`src/hw/rtl/icdf_pkg.sv`:
```
// icdf_pkg: shared constants, codes and command/status types for the
// inverse cdf table sampler. no dependencies; used by every rtl file.
package icdf_pkg;

  // table geometry
  localparam int TABLE_POINTS = 1024;
  localparam int TBL_DEPTH    = TABLE_POINTS + 1;
  localparam int IDX_W        = $clog2(TBL_DEPTH);

  // datapath widths
  localparam int DATA_W    = 32;
  localparam int PROD_W    = 2 * DATA_W;
  localparam int ACC_W     = DATA_W + IDX_W + 2;
  localparam int DIV_STEPS = DATA_W;
  localparam int CNT_W     = $clog2(DIV_STEPS);

  // configuration port
  localparam int REG_ADDR_W = 4;

  typedef enum logic [1:0] {
    REG_BASE_VAL  = 2'd0,
    REG_STEP_SIZE = 2'd1,
    REG_CDF_RANGE = 2'd2
  } reg_idx_t;

  // request function codes
  localparam logic FUNC_LOAD   = 1'b0;
  localparam logic FUNC_SAMPLE = 1'b1;

  typedef enum logic [3:0] {
    S_IDLE,
    S_MULU,
    S_LDU,
    S_SCAN,
    S_DIV,
    S_MULF,
    S_ACCF,
    S_ADDP,
    S_DONE
  } state_t;

  // multiplier operand select
  typedef enum logic [1:0] {
    MUL_U,
    MUL_N,
    MUL_FRAC,
    MUL_K
  } mul_sel_t;

  // accumulator operation
  typedef enum logic [1:0] {
    ACC_HOLD,
    ACC_MIN,
    ACC_MIN_FRAC,
    ACC_ADD_PROD
  } acc_op_t;

  typedef struct packed {
    logic     tbl_we;
    logic     cap_in;
    logic     ld_u;
    logic     scan_start;
    logic     scan_en;
    logic     div_en;
    logic     out_load;
    mul_sel_t mul_sel;
    acc_op_t  acc_op;
  } cmd_t;

  typedef struct packed {
    logic hit;
    logic hit_zero;
    logic miss;
  } stat_t;

endpackage

```
`src/hw/rtl/icdf_ctrl.sv`:
```
// icdf_ctrl: sequencing state machine for loads and samples, input stall
// and output valid. depends on icdf_pkg.
module icdf_ctrl
  import icdf_pkg::*;
(
  input  logic  clk,
  input  logic  rst_n,
  input  logic  in_valid,
  input  logic  in_func,
  output logic  in_stall,
  output logic  out_valid,
  input  logic  out_stall,
  input  stat_t stat,
  output cmd_t  cmd
);

  state_t             state_r, state_nxt;
  logic [CNT_W-1:0]   cnt_r, cnt_nxt;
  logic               out_valid_r, out_valid_nxt;
  logic               in_accept;
  logic               out_free;

  assign in_stall  = (state_r != S_IDLE);
  assign in_accept = in_valid && !in_stall;
  assign out_free  = !out_valid_r || !out_stall;
  assign out_valid = out_valid_r;

  // next state
  always_comb begin
    state_nxt = state_r;
    case (state_r)
      S_IDLE: begin
        if (in_accept && (in_func == FUNC_SAMPLE)) state_nxt = S_MULU;
      end
      S_MULU: state_nxt = S_LDU;
      S_LDU:  state_nxt = S_SCAN;
      S_SCAN: begin
        if (stat.hit && stat.hit_zero) state_nxt = S_DONE;
        else if (stat.hit)             state_nxt = S_DIV;
        else if (stat.miss)            state_nxt = S_ADDP;
      end
      S_DIV: begin
        if (cnt_r == CNT_W'(DIV_STEPS - 1)) state_nxt = S_MULF;
      end
      S_MULF: state_nxt = S_ACCF;
      S_ACCF: state_nxt = S_ADDP;
      S_ADDP: state_nxt = S_DONE;
      S_DONE: begin
        if (out_free) state_nxt = S_IDLE;
      end
      default: state_nxt = S_IDLE;
    endcase
  end

  // command outputs
  always_comb begin
    cmd = '0;
    cmd.mul_sel = MUL_U;
    cmd.acc_op  = ACC_HOLD;
    case (state_r)
      S_IDLE: begin
        cmd.tbl_we = in_accept && (in_func == FUNC_LOAD);
        cmd.cap_in = in_accept && (in_func == FUNC_SAMPLE);
      end
      S_MULU: cmd.mul_sel = MUL_U;
      S_LDU: begin
        cmd.ld_u       = 1'b1;
        cmd.scan_start = 1'b1;
      end
      S_SCAN: begin
        cmd.scan_en = 1'b1;
        cmd.mul_sel = MUL_N;
        if ((stat.hit && stat.hit_zero) || stat.miss) cmd.acc_op = ACC_MIN;
      end
      S_DIV:  cmd.div_en = 1'b1;
      S_MULF: cmd.mul_sel = MUL_FRAC;
      S_ACCF: begin
        cmd.acc_op  = ACC_MIN_FRAC;
        cmd.mul_sel = MUL_K;
      end
      S_ADDP: cmd.acc_op = ACC_ADD_PROD;
      S_DONE: cmd.out_load = out_free;
      default: cmd.acc_op = ACC_HOLD;
    endcase
  end

  // divide step counter and output valid
  always_comb begin
    cnt_nxt = (state_r == S_DIV) ? cnt_r + 1'b1 : '0;
    if (cmd.out_load)    out_valid_nxt = 1'b1;
    else if (!out_stall) out_valid_nxt = 1'b0;
    else                 out_valid_nxt = out_valid_r;
  end

  always_ff @(posedge clk) begin
    if (!rst_n) begin
      state_r     <= S_IDLE;
      cnt_r       <= '0;
      out_valid_r <= 1'b0;
    end else begin
      state_r     <= state_nxt;
      cnt_r       <= cnt_nxt;
      out_valid_r <= out_valid_nxt;
    end
  end

`ifndef ASSERT_OFF
  a_no_overwrite: assert property (@(posedge clk) disable iff (!rst_n)
    cmd.out_load |-> !(out_valid_r && out_stall))
    else $error("pending result overwritten");

  a_load_shows: assert property (@(posedge clk) disable iff (!rst_n)
    cmd.out_load |=> out_valid_r)
    else $error("loaded result not presented");

  a_hit_miss: assert property (@(posedge clk) disable iff (!rst_n)
    (state_r == S_SCAN) |-> !(stat.hit && stat.miss))
    else $error("scan reports hit and miss together");

  a_div_len: assert property (@(posedge clk) disable iff (!rst_n)
    (state_r == S_DIV) && (cnt_r == CNT_W'(DIV_STEPS - 1)) |=> (state_r == S_MULF))
    else $error("divide did not end after its step count");
`endif

endmodule

```
`config.mk`:
```
export PLATFORM = sky130hd
export DESIGN_NAME = icdf_ctrl
export DESIGN_NICKNAME = d
export VERILOG_FILES = /design/src/hw/rtl/icdf_pkg.sv /design/src/hw/rtl/icdf_ctrl.sv
export SDC_FILE = /design/constraint.sdc
export NUM_CORES = 1
export LEC_CHECK = 0
export BUFFER_PORTS_ARGS = -buffer_cell sky130_fd_sc_hd__buf_2
export CAP_MARGIN = 20
export CORE_MARGIN = 2
export CORE_UTILIZATION = 43
export DETAILED_ROUTE_END_ITERATION = 10
export PLACE_DENSITY = 0.81
export SLEW_MARGIN = 0
export SYNTH_ARGS = -nofsm -noshare
export SYNTH_HDL_FRONTEND = slang
export SYNTH_SLANG_ARGS = --single-unit
```
`constraint.sdc`:
```
create_clock -name clk -period 1.8 [get_ports clk]
set_clock_uncertainty 0.2 [all_clocks]
set_input_delay 0.27 -clock clk [delete_from_list [all_inputs] [get_ports clk]]
set_output_delay 0.27 -clock clk [all_outputs]
set_load 0.05 [all_outputs]
```
# Word-level counts from Yosys, hierarchy flattened
# Cells that the tools add are included.
# totals
ramBits,0
out_inout_bits,13
in_bits,8
elab_cells,49
n_memories,0
latch_bits,0
mem_bits_ro,0
ff_bits,10
# op_classes
n_reduce_logical,13
magnitude_cmp,0
n_mux,17
n_bitwise,1
eq_ne,14
div_mod_pow,0
shifts,0
mul,0
addsub,1
# op_table
op,count
one-hot mux 4 bit (9 select lines),1
2-to-1 mux 4 bit,6
equality test 4 x 3 -> 1 bit (second input constant),4
one-hot mux 2 bit (3 select lines),2
equality test 4 x 2 -> 1 bit (second input constant),2
2-to-1 mux 1 bit,6
!= test 2 bit (second input constant),3
adder 5 x 1 -> 5 bit (second input constant),1
equality test 5 bit (second input constant),1
equality test 4 x 1 -> 1 bit (second input constant),1
equality test 4 bit (second input constant),1
logical AND 1 bit,4
logical NOT 4 bit,1
2-to-1 mux 2 bit,2
!= test 4 bit (second input constant),1
AND reduction 4 bit,1
nonzero test 4 bit,1
logical NOT 1 bit,3
logical OR 1 bit,2
!= test 2 x 1 -> 1 bit (second input constant),1
AND reduction 2 bit,1
inverter 1 bit,1

# Depth between registers and ports, before layout
# Gate-level depths: netlist of run 1.
# depth
word_depth,6
mapped_depth,6

# Least setup slack after synthesis of run 1
# OpenSTA, ideal clock, no wires.
# synth_path
path_kind,register to output
startpoint,reg state_r[1]
endpoint,out cmd[8] (netlist name)
required_ns,1.330
stages_incl_launch_ff,5
slack_ns,-0.865
arrival_ns,2.195
cell_sequence,dfxtp_1 buf_6 or2b_1 nor3_1 buf_4
# synth_lines
item,line,text
from (decl),icdf_ctrl.sv:17,"state_t state_r, state_nxt;"
from (signal assigned),icdf_ctrl.sv:101,state_r <= state_nxt;
to (decl),icdf_ctrl.sv:14,output cmd_t cmd

==> results.txt, run 1 <==
* Outcome: finished, violations left
- Failing checks: negative setup slack
- After clock tree synthesis, the flow added hold-fix buffers numbering 0.
* CP Buf/Inv Count: 2
* Worst setup SP type: flop
* Slew Limit Fails: 0
- # nets final: 118
- Worst r2r path cells: 7
- TritonCTS built the clock tree.
- Measured along the y axis, the die boundary spans 42.1 um.
- RSZ-0062 raised after global routing: true
* Pwr dens: 854 nW/um^2
- Critical R2R Launch: cnt_r[0]
- Mean post-synth cell area: 8.44 um^2
- Maximum number of buffers from clock root to sink: 2
- Summing every instance area after synthesis gives 624 um^2.
* Total number of clock tree sinks: 10
- STA classifies the critical path endpoint as a primary output.
- Setup violations remaining at the end of the flow were counted as 7.
* Critical setup path kind: reg -> out
- The final layout contains routed wiring with a total length of 2.11 mm.
- Final-layout fill cell count: 91
* Placeable core region: 1330 um^2
* Synthesis-to-layout area growth: 59.9%
- CTS built an H-tree with a depth of 1.
* Slowest Stage Delay on Critical Path: 340 ps
- Slowest library cell on the worst path: sky130_fd_sc_hd__dfxtp_2
- Capture instance of the worst register-to-register path: state_r[0]
- The synthesized design contains 10 register bits.
- The worst pin sits at a relative slew slack of 78.1%.
- Vias per cell: 5.69
* Routed Antenna Nets: 0
- Path category of the worst min-delay check: in -> reg
- Worst-case vdd ir drop: 515 uV
* Arrival time at the worst endpoint: 1440 ps
- Critical Path, Cell by Cell: buf_6 -> or2b_4 -> nor3_4 -> buf_6
- Via total after detailed routing: 694
- For the finished layout, the period the worst path requires is 1910 ps.
- Clock latency on the worst-skew pair, taken at its later pin, is 290 ps.
- Port Buf Inserts: 20
- The worst path uses 106% of the clock period.
- In the synthesized netlist, the number of instances is 74.
- Endpoint of the worst hold path: out_valid
* Setup total negative slack: -343 ps
- The first global-routing pass estimated 2.97 mm of wire.
- Combined global-route utilization of all metal layers: 22.1%
* Crit Path Max Fanout: 8
* Number of diodes: 0
* Count of endpoints failing hold in the final timing report: 0
- Derived from the worst setup path, the maximum achievable clock frequency is 523 MHz.
* Wire length per cell after detailed routing: 17.3 um
- Detailed Routing Iterations Pass 1: 4
* Initial cell density of the core: 46.8%
- Once detailed placement completed, the half-perimeter wirelength came to 1.10 mm.
- In this run the horizontal extent of the chip is 42.1 um.
- Summed over all cells, the static leakage comes to 0.452 nW.
- After clock tree synthesis, the clock-pin slew on the worst setup and hold paths is 80 ps.
- DRT iter0 DRCs: 38
- Leaving out fill and tap cells, the most frequent cell in the layout is sky130_fd_sc_hd__buf_6.
* Number of violations of the max-capacitance limit: 0
- Ports placed on the boundary: 21
- STA puts the critical path data required time at 1330 ps.
- Maximum number of pins on one net before global-route repair: 12
* Portion of the post-synthesis area used by sequential elements: 32.1%
- # rows: 13
* Unique cell type count in the Yosys netlist: 33
- At the pin with the least slew margin, the transition time is 326 ps.
- Most frequent cells in the layout: sky130_fd_sc_hd__buf_6 (14), sky130_fd_sc_hd__buf_4 (11), sky130_fd_sc_hd__buf_2 (10), sky130_fd_sc_hd__nor2_1 (7), sky130_fd_sc_hd__dfxtp_1 (6)
* GRT Residual Overflow: 0
* Fraction of layout cells with a size suffix above 1: 58.9%
- For this run, design rule violations remaining after detail routing come to 0.
* Core utilization of the finished layout: 74.9%
* Number of synthesis warnings: 0
- The die covers 1770 um^2.
* Critical path's top delay family: simple AND/OR/NAND/NOR gates
- Root buf cell: sky130_fd_sc_hd__clkbuf_4
* Flop2flop setup slack: 10 ps
- Hold Startpoint: out_stall
- Initial antenna violation count: 0
- Final RePlAce weighted congestion: 0.795
- Final worst-path setup slack: -114 ps
- Synthesis produced a netlist with a net count of 84.
- The worst hold path passes through 3 cells.
- Number of CTS-inserted buffers: 3
- Vias in the first global route: 646
* Most frequent cell on the critical path: sky130_fd_sc_hd__buf_6
-- cell usage after synthesis --
| cell | number | share of area, % |
|---|---|---|
| sky130_fd_sc_hd__buf_6 | 1 | 1.8 |
| sky130_fd_sc_hd__and3_1 | 3 | 3.0 |
| sky130_fd_sc_hd__a31oi_1 | 1 | 1.0 |
| sky130_fd_sc_hd__nor3_1 | 4 | 3.2 |
| sky130_fd_sc_hd__inv_1 | 5 | 3.0 |
| sky130_fd_sc_hd__or3b_1 | 1 | 1.4 |
| sky130_fd_sc_hd__or2b_1 | 1 | 1.2 |
| sky130_fd_sc_hd__nor4_1 | 1 | 1.0 |
| sky130_fd_sc_hd__nand2_1 | 5 | 3.0 |
| sky130_fd_sc_hd__a2bb2oi_1 | 1 | 1.4 |
| sky130_fd_sc_hd__dfxtp_1 | 10 | 32 |
| sky130_fd_sc_hd__buf_2 | 1 | 0.80 |
| sky130_fd_sc_hd__nor2_1 | 10 | 6.0 |
| sky130_fd_sc_hd__xor2_1 | 1 | 1.4 |
| sky130_fd_sc_hd__o31a_2 | 1 | 1.6 |
| sky130_fd_sc_hd__a2111o_1 | 1 | 1.8 |
| sky130_fd_sc_hd__a21oi_1 | 4 | 3.2 |
| sky130_fd_sc_hd__and3_2 | 1 | 1.2 |
| sky130_fd_sc_hd__clkbuf_8 | 1 | 2.2 |
| sky130_fd_sc_hd__a22o_2 | 1 | 1.6 |
| sky130_fd_sc_hd__or2_2 | 1 | 1.0 |
| sky130_fd_sc_hd__nand3b_1 | 1 | 1.2 |
| sky130_fd_sc_hd__a211o_1 | 1 | 1.4 |
| sky130_fd_sc_hd__buf_4 | 3 | 3.6 |
| sky130_fd_sc_hd__a22o_1 | 1 | 1.4 |
| sky130_fd_sc_hd__nor4b_2 | 1 | 2.4 |
| sky130_fd_sc_hd__o31ai_1 | 1 | 1.2 |
| sky130_fd_sc_hd__and3b_2 | 1 | 1.6 |
| sky130_fd_sc_hd__and4b_1 | 1 | 1.6 |
| sky130_fd_sc_hd__ha_1 | 2 | 4.0 |
| sky130_fd_sc_hd__o31ai_2 | 1 | 2.0 |
| sky130_fd_sc_hd__nand3_1 | 3 | 2.4 |
| sky130_fd_sc_hd__xnor2_1 | 3 | 4.2 |
-- kinds of logic (layout without fill, tap and decap cells) --
logic type,after synthesis,count (layout),share of synthesized area [%]
AO/OA/AOI/OAI,13,13,16.6
adder cells (fa/ha/maj),2,2,4.01
flip-flops,10,10,32.1
XOR/XNOR,4,4,5.61
AND/OR/NAND/NOR,34,34,30.3
buffers and inverters,11,44,11.4
-- sequential cells by signal, indices dropped and copies added (netlist names) --
name,flops
state_r,4
out_valid,1
cnt_r,5
-- stage by stage --
stage	worst slack (ps)	hold slack (ps)	power [mW]	instance area [um^2]	instances
final	-114	55.2	0.853	998	122
after global placement	120	230	0.529	772	109
after detailed placement	77.0	245	0.534	772	109
after CTS	-50.1	63.3	0.799	911	116
after floorplan	-187	215	0.473	661	74
after global routing	-147	80.8	0.880	998	122
-- per-layer routing --
metal  routed length [um]  vias to the layer above  share of wire, %  track usage (%)
li1                     -                      323                 -                -
met1                  848                      332                40             26.8
met2                 1090                       29                51             38.4
met3                   88                       10               4.2             3.02
met4                   85                        0               4.0             10.0
met5                    0                        -                 0                0
-- worst min-delay path, stage by stage --
cell,delay (ps)
sky130_fd_sc_hd__buf_2,120
sky130_fd_sc_hd__nand2_1,60
sky130_fd_sc_hd__a21oi_1,50
-- how the worst max path moves through the flow --
stage	start	to	slack, ps	cells past startpoint
final	state_r[1]	cmd[8]	-110	4
after detailed placement	cnt_r[0]	state_r[0]	80	7
after global routing	state_r[1]	cmd[8]	-150	4
after floorplan	state_r[1]	cmd[8]	-190	4
after CTS	state_r[3]	cmd[9]	-50	4
after global placement	cnt_r[0]	state_r[1]	120	6
-- repair_timing --
item / 4_1_cts / 5_1_grt
setup buffers: 3 / 5
resized for setup: 26 / 13
endpoints found under the setup margin: 10 / 14
gates cloned: 0 / 1
pin swaps: 1 / 2
-- where the power goes --
| part | switching (mW) | internal, mW | leakage (nW) |
|---|---|---|---|
| combinational | 0.232 | 0.159 | 0.348 |
| sequential | 0.00889 | 0.233 | 0.0827 |
| clock | 0.0959 | 0.123 | 0.0210 |
| total | 0.337 | 0.516 | 0.452 |
-- layout make-up --
class	count	area, um^2	area share [%]
clock buffer	4	36.3	3.63
tap	15	18.8	1.88
inverter	5	18.8	1.88
sequential	10	205	20.6
multi-input combinational	53	429	43.0
timing repair buffer	35	290	29.1
Note: power is estimated with default switching activity, not from simulation.
==> run 2: changes to the inputs <==
- PLACE_DENSITY: 0.81 -> default
- PLACE_DENSITY_LB_ADDON: default -> 0.05
==> results.txt, run 2 (synthesis gave the netlist of run 1 again) <==
- Outcome: finished, violations left
* Failing checks: negative setup slack
* Wire length of the first global-routing pass: 2.55 mm
- The completed layout was analyzed and its total power is 847 uW.
- Core utilization of the finished layout: 77.4%
- Most common cell after layout, fill and taps aside: sky130_fd_sc_hd__buf_6
- Routability-driven placement finished with a final weighted congestion of 0.767.
- Along the worst path, the maximum fanout reaches 5.
- CTS built an H-tree with a depth of 1.
- Hold Startpoint: out_stall
- Switching power total: 317 uW
- Setup repair after global routing could not meet its margin everywhere.
- Detailed Routing Iterations Pass 1: 4
* X dimension of the die: 42.1 um
- In the layout the commonest cells are sky130_fd_sc_hd__buf_6 (14), sky130_fd_sc_hd__buf_2 (10), sky130_fd_sc_hd__buf_4 (10), sky130_fd_sc_hd__nor2_1 (7).
* Number of design rule violations left after detail routing: 0
- Total number of clock tree sinks: 10
- Final worst-path setup slack: -82.9 ps
- Clock tree synthesis inserted a total of 3 buffers.
* Flip-flop count of the largest register, all copies and words added: 5
- Combinational cells account for 47.5% of the total power.
- The worst setup path is of the reg -> out kind.
* Vias per cell: 5.66
- Combined global-route utilization of all metal layers: 19.0%
- Die area: 1770 um^2
- # nets final: 118
* Slowest library cell on the worst path: sky130_fd_sc_hd__dfxtp_4
- Post-detailed-placement half-perimeter wirelength: 1.03 mm
* Clock Latency Late Sink: 260 ps
* Number of violations of the max-capacitance limit: 0
* Crit share post-route: 105%
* Slowest Stage Delay on Critical Path: 360 ps
* Pre-CTS setup slack: 71.7 ps
* Required arrival time at the worst endpoint: 1330 ps
* Count of endpoints failing hold in the final timing report: 0
* GRT Residual Overflow: 0
* Critical Path, Cell by Cell: buf_6 -> or2b_4 -> nor3_4 -> buf_6
* Internal power: 529 uW
* Routed wire length: 1.83 mm
- Counting flops per register, the top entry is cnt_r.
- # rows: 13
- DRT iter0 DRCs: 22
- After clock tree synthesis, the flow added hold-fix buffers numbering 0.
- Synthesis-to-layout area growth: 65.3%
- Leakage Power: 0.454 nW
- The core region is 1330 um^2.
- Ports placed on the boundary: 21
- Entering global routing, the biggest net connects 12 pins.
- FMAX: 531 MHz
- TritonCTS built the clock tree.
* Pwr dens: 820 nW/um^2
- Root buf cell: sky130_fd_sc_hd__clkbuf_4
- Proportion of power drawn by flip-flops and latches: 28.7%
* Sw Share: 37.5%
* Final setup fails: 5
- IR analysis of the VDD net gives a maximum drop of 507 uV.
- Port buffering added 20 buffers.
- Tightest Pin Transition: 270 ps
- In this run the remaining antenna-violating nets after routing total 0.
- Initial antenna violation count: 0
* Arrival time at the worst endpoint: 1410 ps
- Worst Setup End Kind: primary output
- After clock tree synthesis, the clock-pin slew on the worst setup and hold paths is 70 ps.
- By instance count, the cell type seen most on the critical path is sky130_fd_sc_hd__buf_6.
- CP Buf/Inv Count: 2
- Subtracting the final worst setup slack from the clock period gives 1880 ps.
* Vias in the first global route: 574
- Fraction of layout cells with a size suffix above 1: 59.8%
* Chip height: 42.1 um
- The worst setup path is launched from a flop.
- The detailed router placed 690 vias in this run.
* Initial cell density of the core: 46.8%
- Dividing the detail-routed wire length by the instance count gives 15.0 um.
- Critical path's top delay family: simple AND/OR/NAND/NOR gates
- Path category of the worst min-delay check: in -> reg
- Number of diodes: 0
- Final hold analysis gives a worst-case slack of 87.3 ps.
- Slew margin rel.: 81.8%
- CP Launch Point: state_r[1]
- Maximum number of buffers from clock root to sink: 2
- The share of total power dissipated in the clock network is 23.8%.
- Critical R2R Launch: state_r[2]
- The final-report max-slew violation count is 0.
* Final-layout fill cell count: 93
## run 2: per-layer routing
layer  vias up  part of all wire, %  track usage (%)
li1        327                    -                -
met1       318                   40             24.5
met2        43                   52             28.7
met3         2                  7.1             7.33
met4         0                 0.38             6.88
met5         -                    0                0
## run 2: path summary, 6_finish.rpt
path                            slack (ps)  depth (start not counted)         end
worst max-delay path                   -80                          4      cmd[8]
worst min-delay path                    90                          3   out_valid
worst max register to register          50                          5  state_r[0]
worst min register to register         300                          2   out_valid
## run 2: worst reg2reg max path, stage by stage, from the launching register on
cell and delay [ps]:
sky130_fd_sc_hd__dfxtp_1 330, sky130_fd_sc_hd__buf_6 150, sky130_fd_sc_hd__buf_4 140, sky130_fd_sc_hd__or3b_1 360, sky130_fd_sc_hd__a211o_1 320, sky130_fd_sc_hd__o31ai_2 170
## run 2: what timing repair did
action | CTS | global route
setup endpoints to repair | 10 | 13
setup buffers | 2 | 6
hold endpoints to repair | 0 | 0
gates cloned | 1 | 0
resized for setup | 21 | 23
pin swaps | 2 | 3
## run 2: final cells by class
class	count	area, um^2	area share [%]
multi-input combinational	53	447	43.3
sequential	10	209	20.2
tap	15	18.8	1.82
inverter	5	18.8	1.82
timing repair buffer	35	303	29.3
clock buffer	4	36.3	3.52
## run 2: through the flow
| stage | setup TNS (ps) | cell area [um^2] | cells |
|---|---|---|---|
| 2_1_floorplan | -523 | 661 | 74 |
| 3_3_place_gp | 0 | 772 | 109 |
| 3_5_place_dp | 0 | 772 | 109 |
| 6_report | -300 | 1030 | 122 |
| 5_1_grt | -855 | 1030 | 122 |
| 4_1_cts | -144 | 890 | 116 |
## run 2: power by group through the flow
stage          Combinational [mW]  Clock [mW]  Sequential, mW
5_1_grt                     0.424       0.222           0.244
4_1_cts                     0.331       0.202           0.239
3_5_place_dp                0.291           0           0.241
6_report                    0.402       0.201           0.243
2_1_floorplan               0.227           0           0.246
3_3_place_gp                0.289           0           0.241
==> run 3: changes to the inputs <==
- PLACE_DENSITY_LB_ADDON: 0.05 -> 0.2
==> results.txt, run 3 (synthesis gave the netlist of run 1 again) <==
* Initial antenna violation count: 0
* Crit Path Max Fanout: 5
* Slew margin rel.: 81.7%
* Routed Antenna Nets: 0
- STA classifies the critical path startpoint as a flop.
- Failing checks: negative setup slack
- Count of endpoints failing hold in the final timing report: 0
- Entering global routing, the biggest net connects 12 pins.
- Tightest Pin Transition: 273 ps
- Combined global-route utilization of all metal layers: 17.8%
- Clock Latency Late Sink: 260 ps
* Crit share post-route: 104%
* Number of diodes: 0
- The finished layout holds 125 standard cells, fillers aside.
- The floorplan step defined a core boundary enclosing 1330 um^2.
- Leaving out fill and tap cells, the most frequent cells in the layout are sky130_fd_sc_hd__buf_4 (17), sky130_fd_sc_hd__buf_6 (11), sky130_fd_sc_hd__nor2_1 (9), sky130_fd_sc_hd__buf_2 (9), sky130_fd_sc_hd__dfxtp_1 (6).
- DRT iter0 DRCs: 8
* Final setup fails: 6
- Outcome: finished, violations left
- Relative to the synthesized area, the layout overhead comes to 60.1%.
- Combinational logic is responsible for 47.5% of the overall power.
* Core utilization of the finished layout: 75.0%
- Vias in the first global route: 565
* Total instance count after detailed placement: 108
- The critical path is of the reg -> out type.
- H-tree levels: 1
- Wire length of the first global-routing pass: 2.37 mm
* Number of design rule violations left after detail routing: 0
- Top reg by flops: cnt_r
- The final-report max-slew violation count came to 0.
- Overall power consumption after layout is estimated at 837 uW.
* Pwr dens: 837 nW/um^2
- The tool flagged a number of max-cap violations equal to 0.
* # nets final: 121
- Arrival time at the worst endpoint: 1410 ps
- Number of CTS-inserted buffers: 3
- RSZ-0062 raised after global routing: true
- IR analysis of the VDD net gives a maximum drop of 508 uV.
* Final RePlAce weighted congestion: 0.797
* Worst Hold Slack: 77.0 ps
- Subtracting the final worst setup slack from the clock period gives 1880 ps.
* Worst r2r path cells: 6
- Initial cell density of the core: 46.8%
* Die area: 1770 um^2
- After global routing the overflow that remains totals 0.
- From bottom edge to top edge, the die measures 42.1 um.
* Leakage Power: 0.466 nW
- Proportion of power drawn by flip-flops and latches: 29.0%
* FMAX: 533 MHz
- In the final layout, the share of cells above drive strength 1 is 56.4%.
* Detailed Routing Iterations Pass 1: 6
* Pre-CTS setup slack: 54.9 ps
- Dividing the detail-routed wire length by the instance count gives 12.8 um.
- The clock network is responsible for 23.6% of the overall power.
- Clock-pin slew was measured on the worst setup and hold paths at 70 ps.
- Most common cell after layout, fill and taps aside: sky130_fd_sc_hd__buf_4
- Summed over all nets, the half-perimeter wirelength after detailed placement is 983 um.
- At the worst endpoint, the required time is 1330 ps.
* Internal power: 535 uW
- Port Buf Inserts: 20
- Instance count along the most critical hold path: 3
* Root buf cell: sky130_fd_sc_hd__clkbuf_4
- The die is 42.1 um wide.
- Clock tree from TritonCTS: done
- Final worst-path setup slack: -76.1 ps
* Total number of clock tree sinks: 10
* Worst Setup End Kind: primary output
- Flip-flop count of the largest register, all copies and words added: 5
* # rows: 13
* Vias per cell: 5.23
- Via total after detailed routing: 654
- The tightest min-delay check is of the in -> reg type.
* Routed wire length: 1.60 mm
- Net switching is 36.0% of the power.
- Hold bufs inserted after CTS: 0
- The longest clock path from root to sink contains 2 buffers.
* Ports placed on the boundary: 21
* Switching power total: 302 uW
## run 3: changes by cell type in the layout (fill, tap and decap cells not counted), sizes merged
cell / change
buf: +3
## run 3: routing by layer
layer  vias up  track usage [%]  routed length [um]  share of wire [%]
li1        327                -                   -                  -
met1       303             20.3                 638                 40
met2        24             31.9                 865                 54
met3         0             7.76                  98                6.1
met4         0             1.88                   0                  0
met5         -                0                   0                  0
## run 3: area by class of cell
type	instances	area, um^2
fill	98	334
clock buffer	4	36.3
sequential	10	208
inverter	5	18.8
tap	15	18.8
timing repair buffer	38	312
multi-input combinational	53	407
## run 3: worst max-delay path, stage by stage, from the launching register on
cell and delay [ps]:
sky130_fd_sc_hd__dfxtp_2 340, sky130_fd_sc_hd__buf_6 110, sky130_fd_sc_hd__or2b_4 290, sky130_fd_sc_hd__nor3_4 220
sky130_fd_sc_hd__buf_6 190
## run 3: power by group through the flow
| stage | Clock [mW] | Combinational, mW | Sequential [mW] |
|---|---|---|---|
| 2_1_floorplan | 0 | 0.227 | 0.246 |
| 4_1_cts | 0.202 | 0.342 | 0.243 |
| 5_1_grt | 0.210 | 0.421 | 0.244 |
| 6_report | 0.197 | 0.397 | 0.242 |
| 3_3_place_gp | 0 | 0.282 | 0.244 |
| 3_5_place_dp | 0 | 0.286 | 0.245 |
## run 3: worst paths after layout
path              start          to  slack, ps
max          state_r[1]      cmd[7]        -80
min           out_stall   out_valid         80
max reg2reg  state_r[1]  state_r[0]         30
min reg2reg    cnt_r[0]    cnt_r[0]        220
## run 3: through the flow
step / cell area, um^2 / setup TNS (ps)
after floorplan: 661 / -523
final: 1000 / -201
after global placement: 764 / 0
after detailed placement: 764 / 0
after CTS: 903 / -86.9
after global routing: 1000 / -700
## run 3: what timing repair did
action / in CTS / in global routing
hold endpoints to repair: 0 / 0
pin swaps: 1 / 6
buffers inserted: 4 / 9
gates resized for setup: 25 / 9
endpoints found under the setup margin: 11 / 12
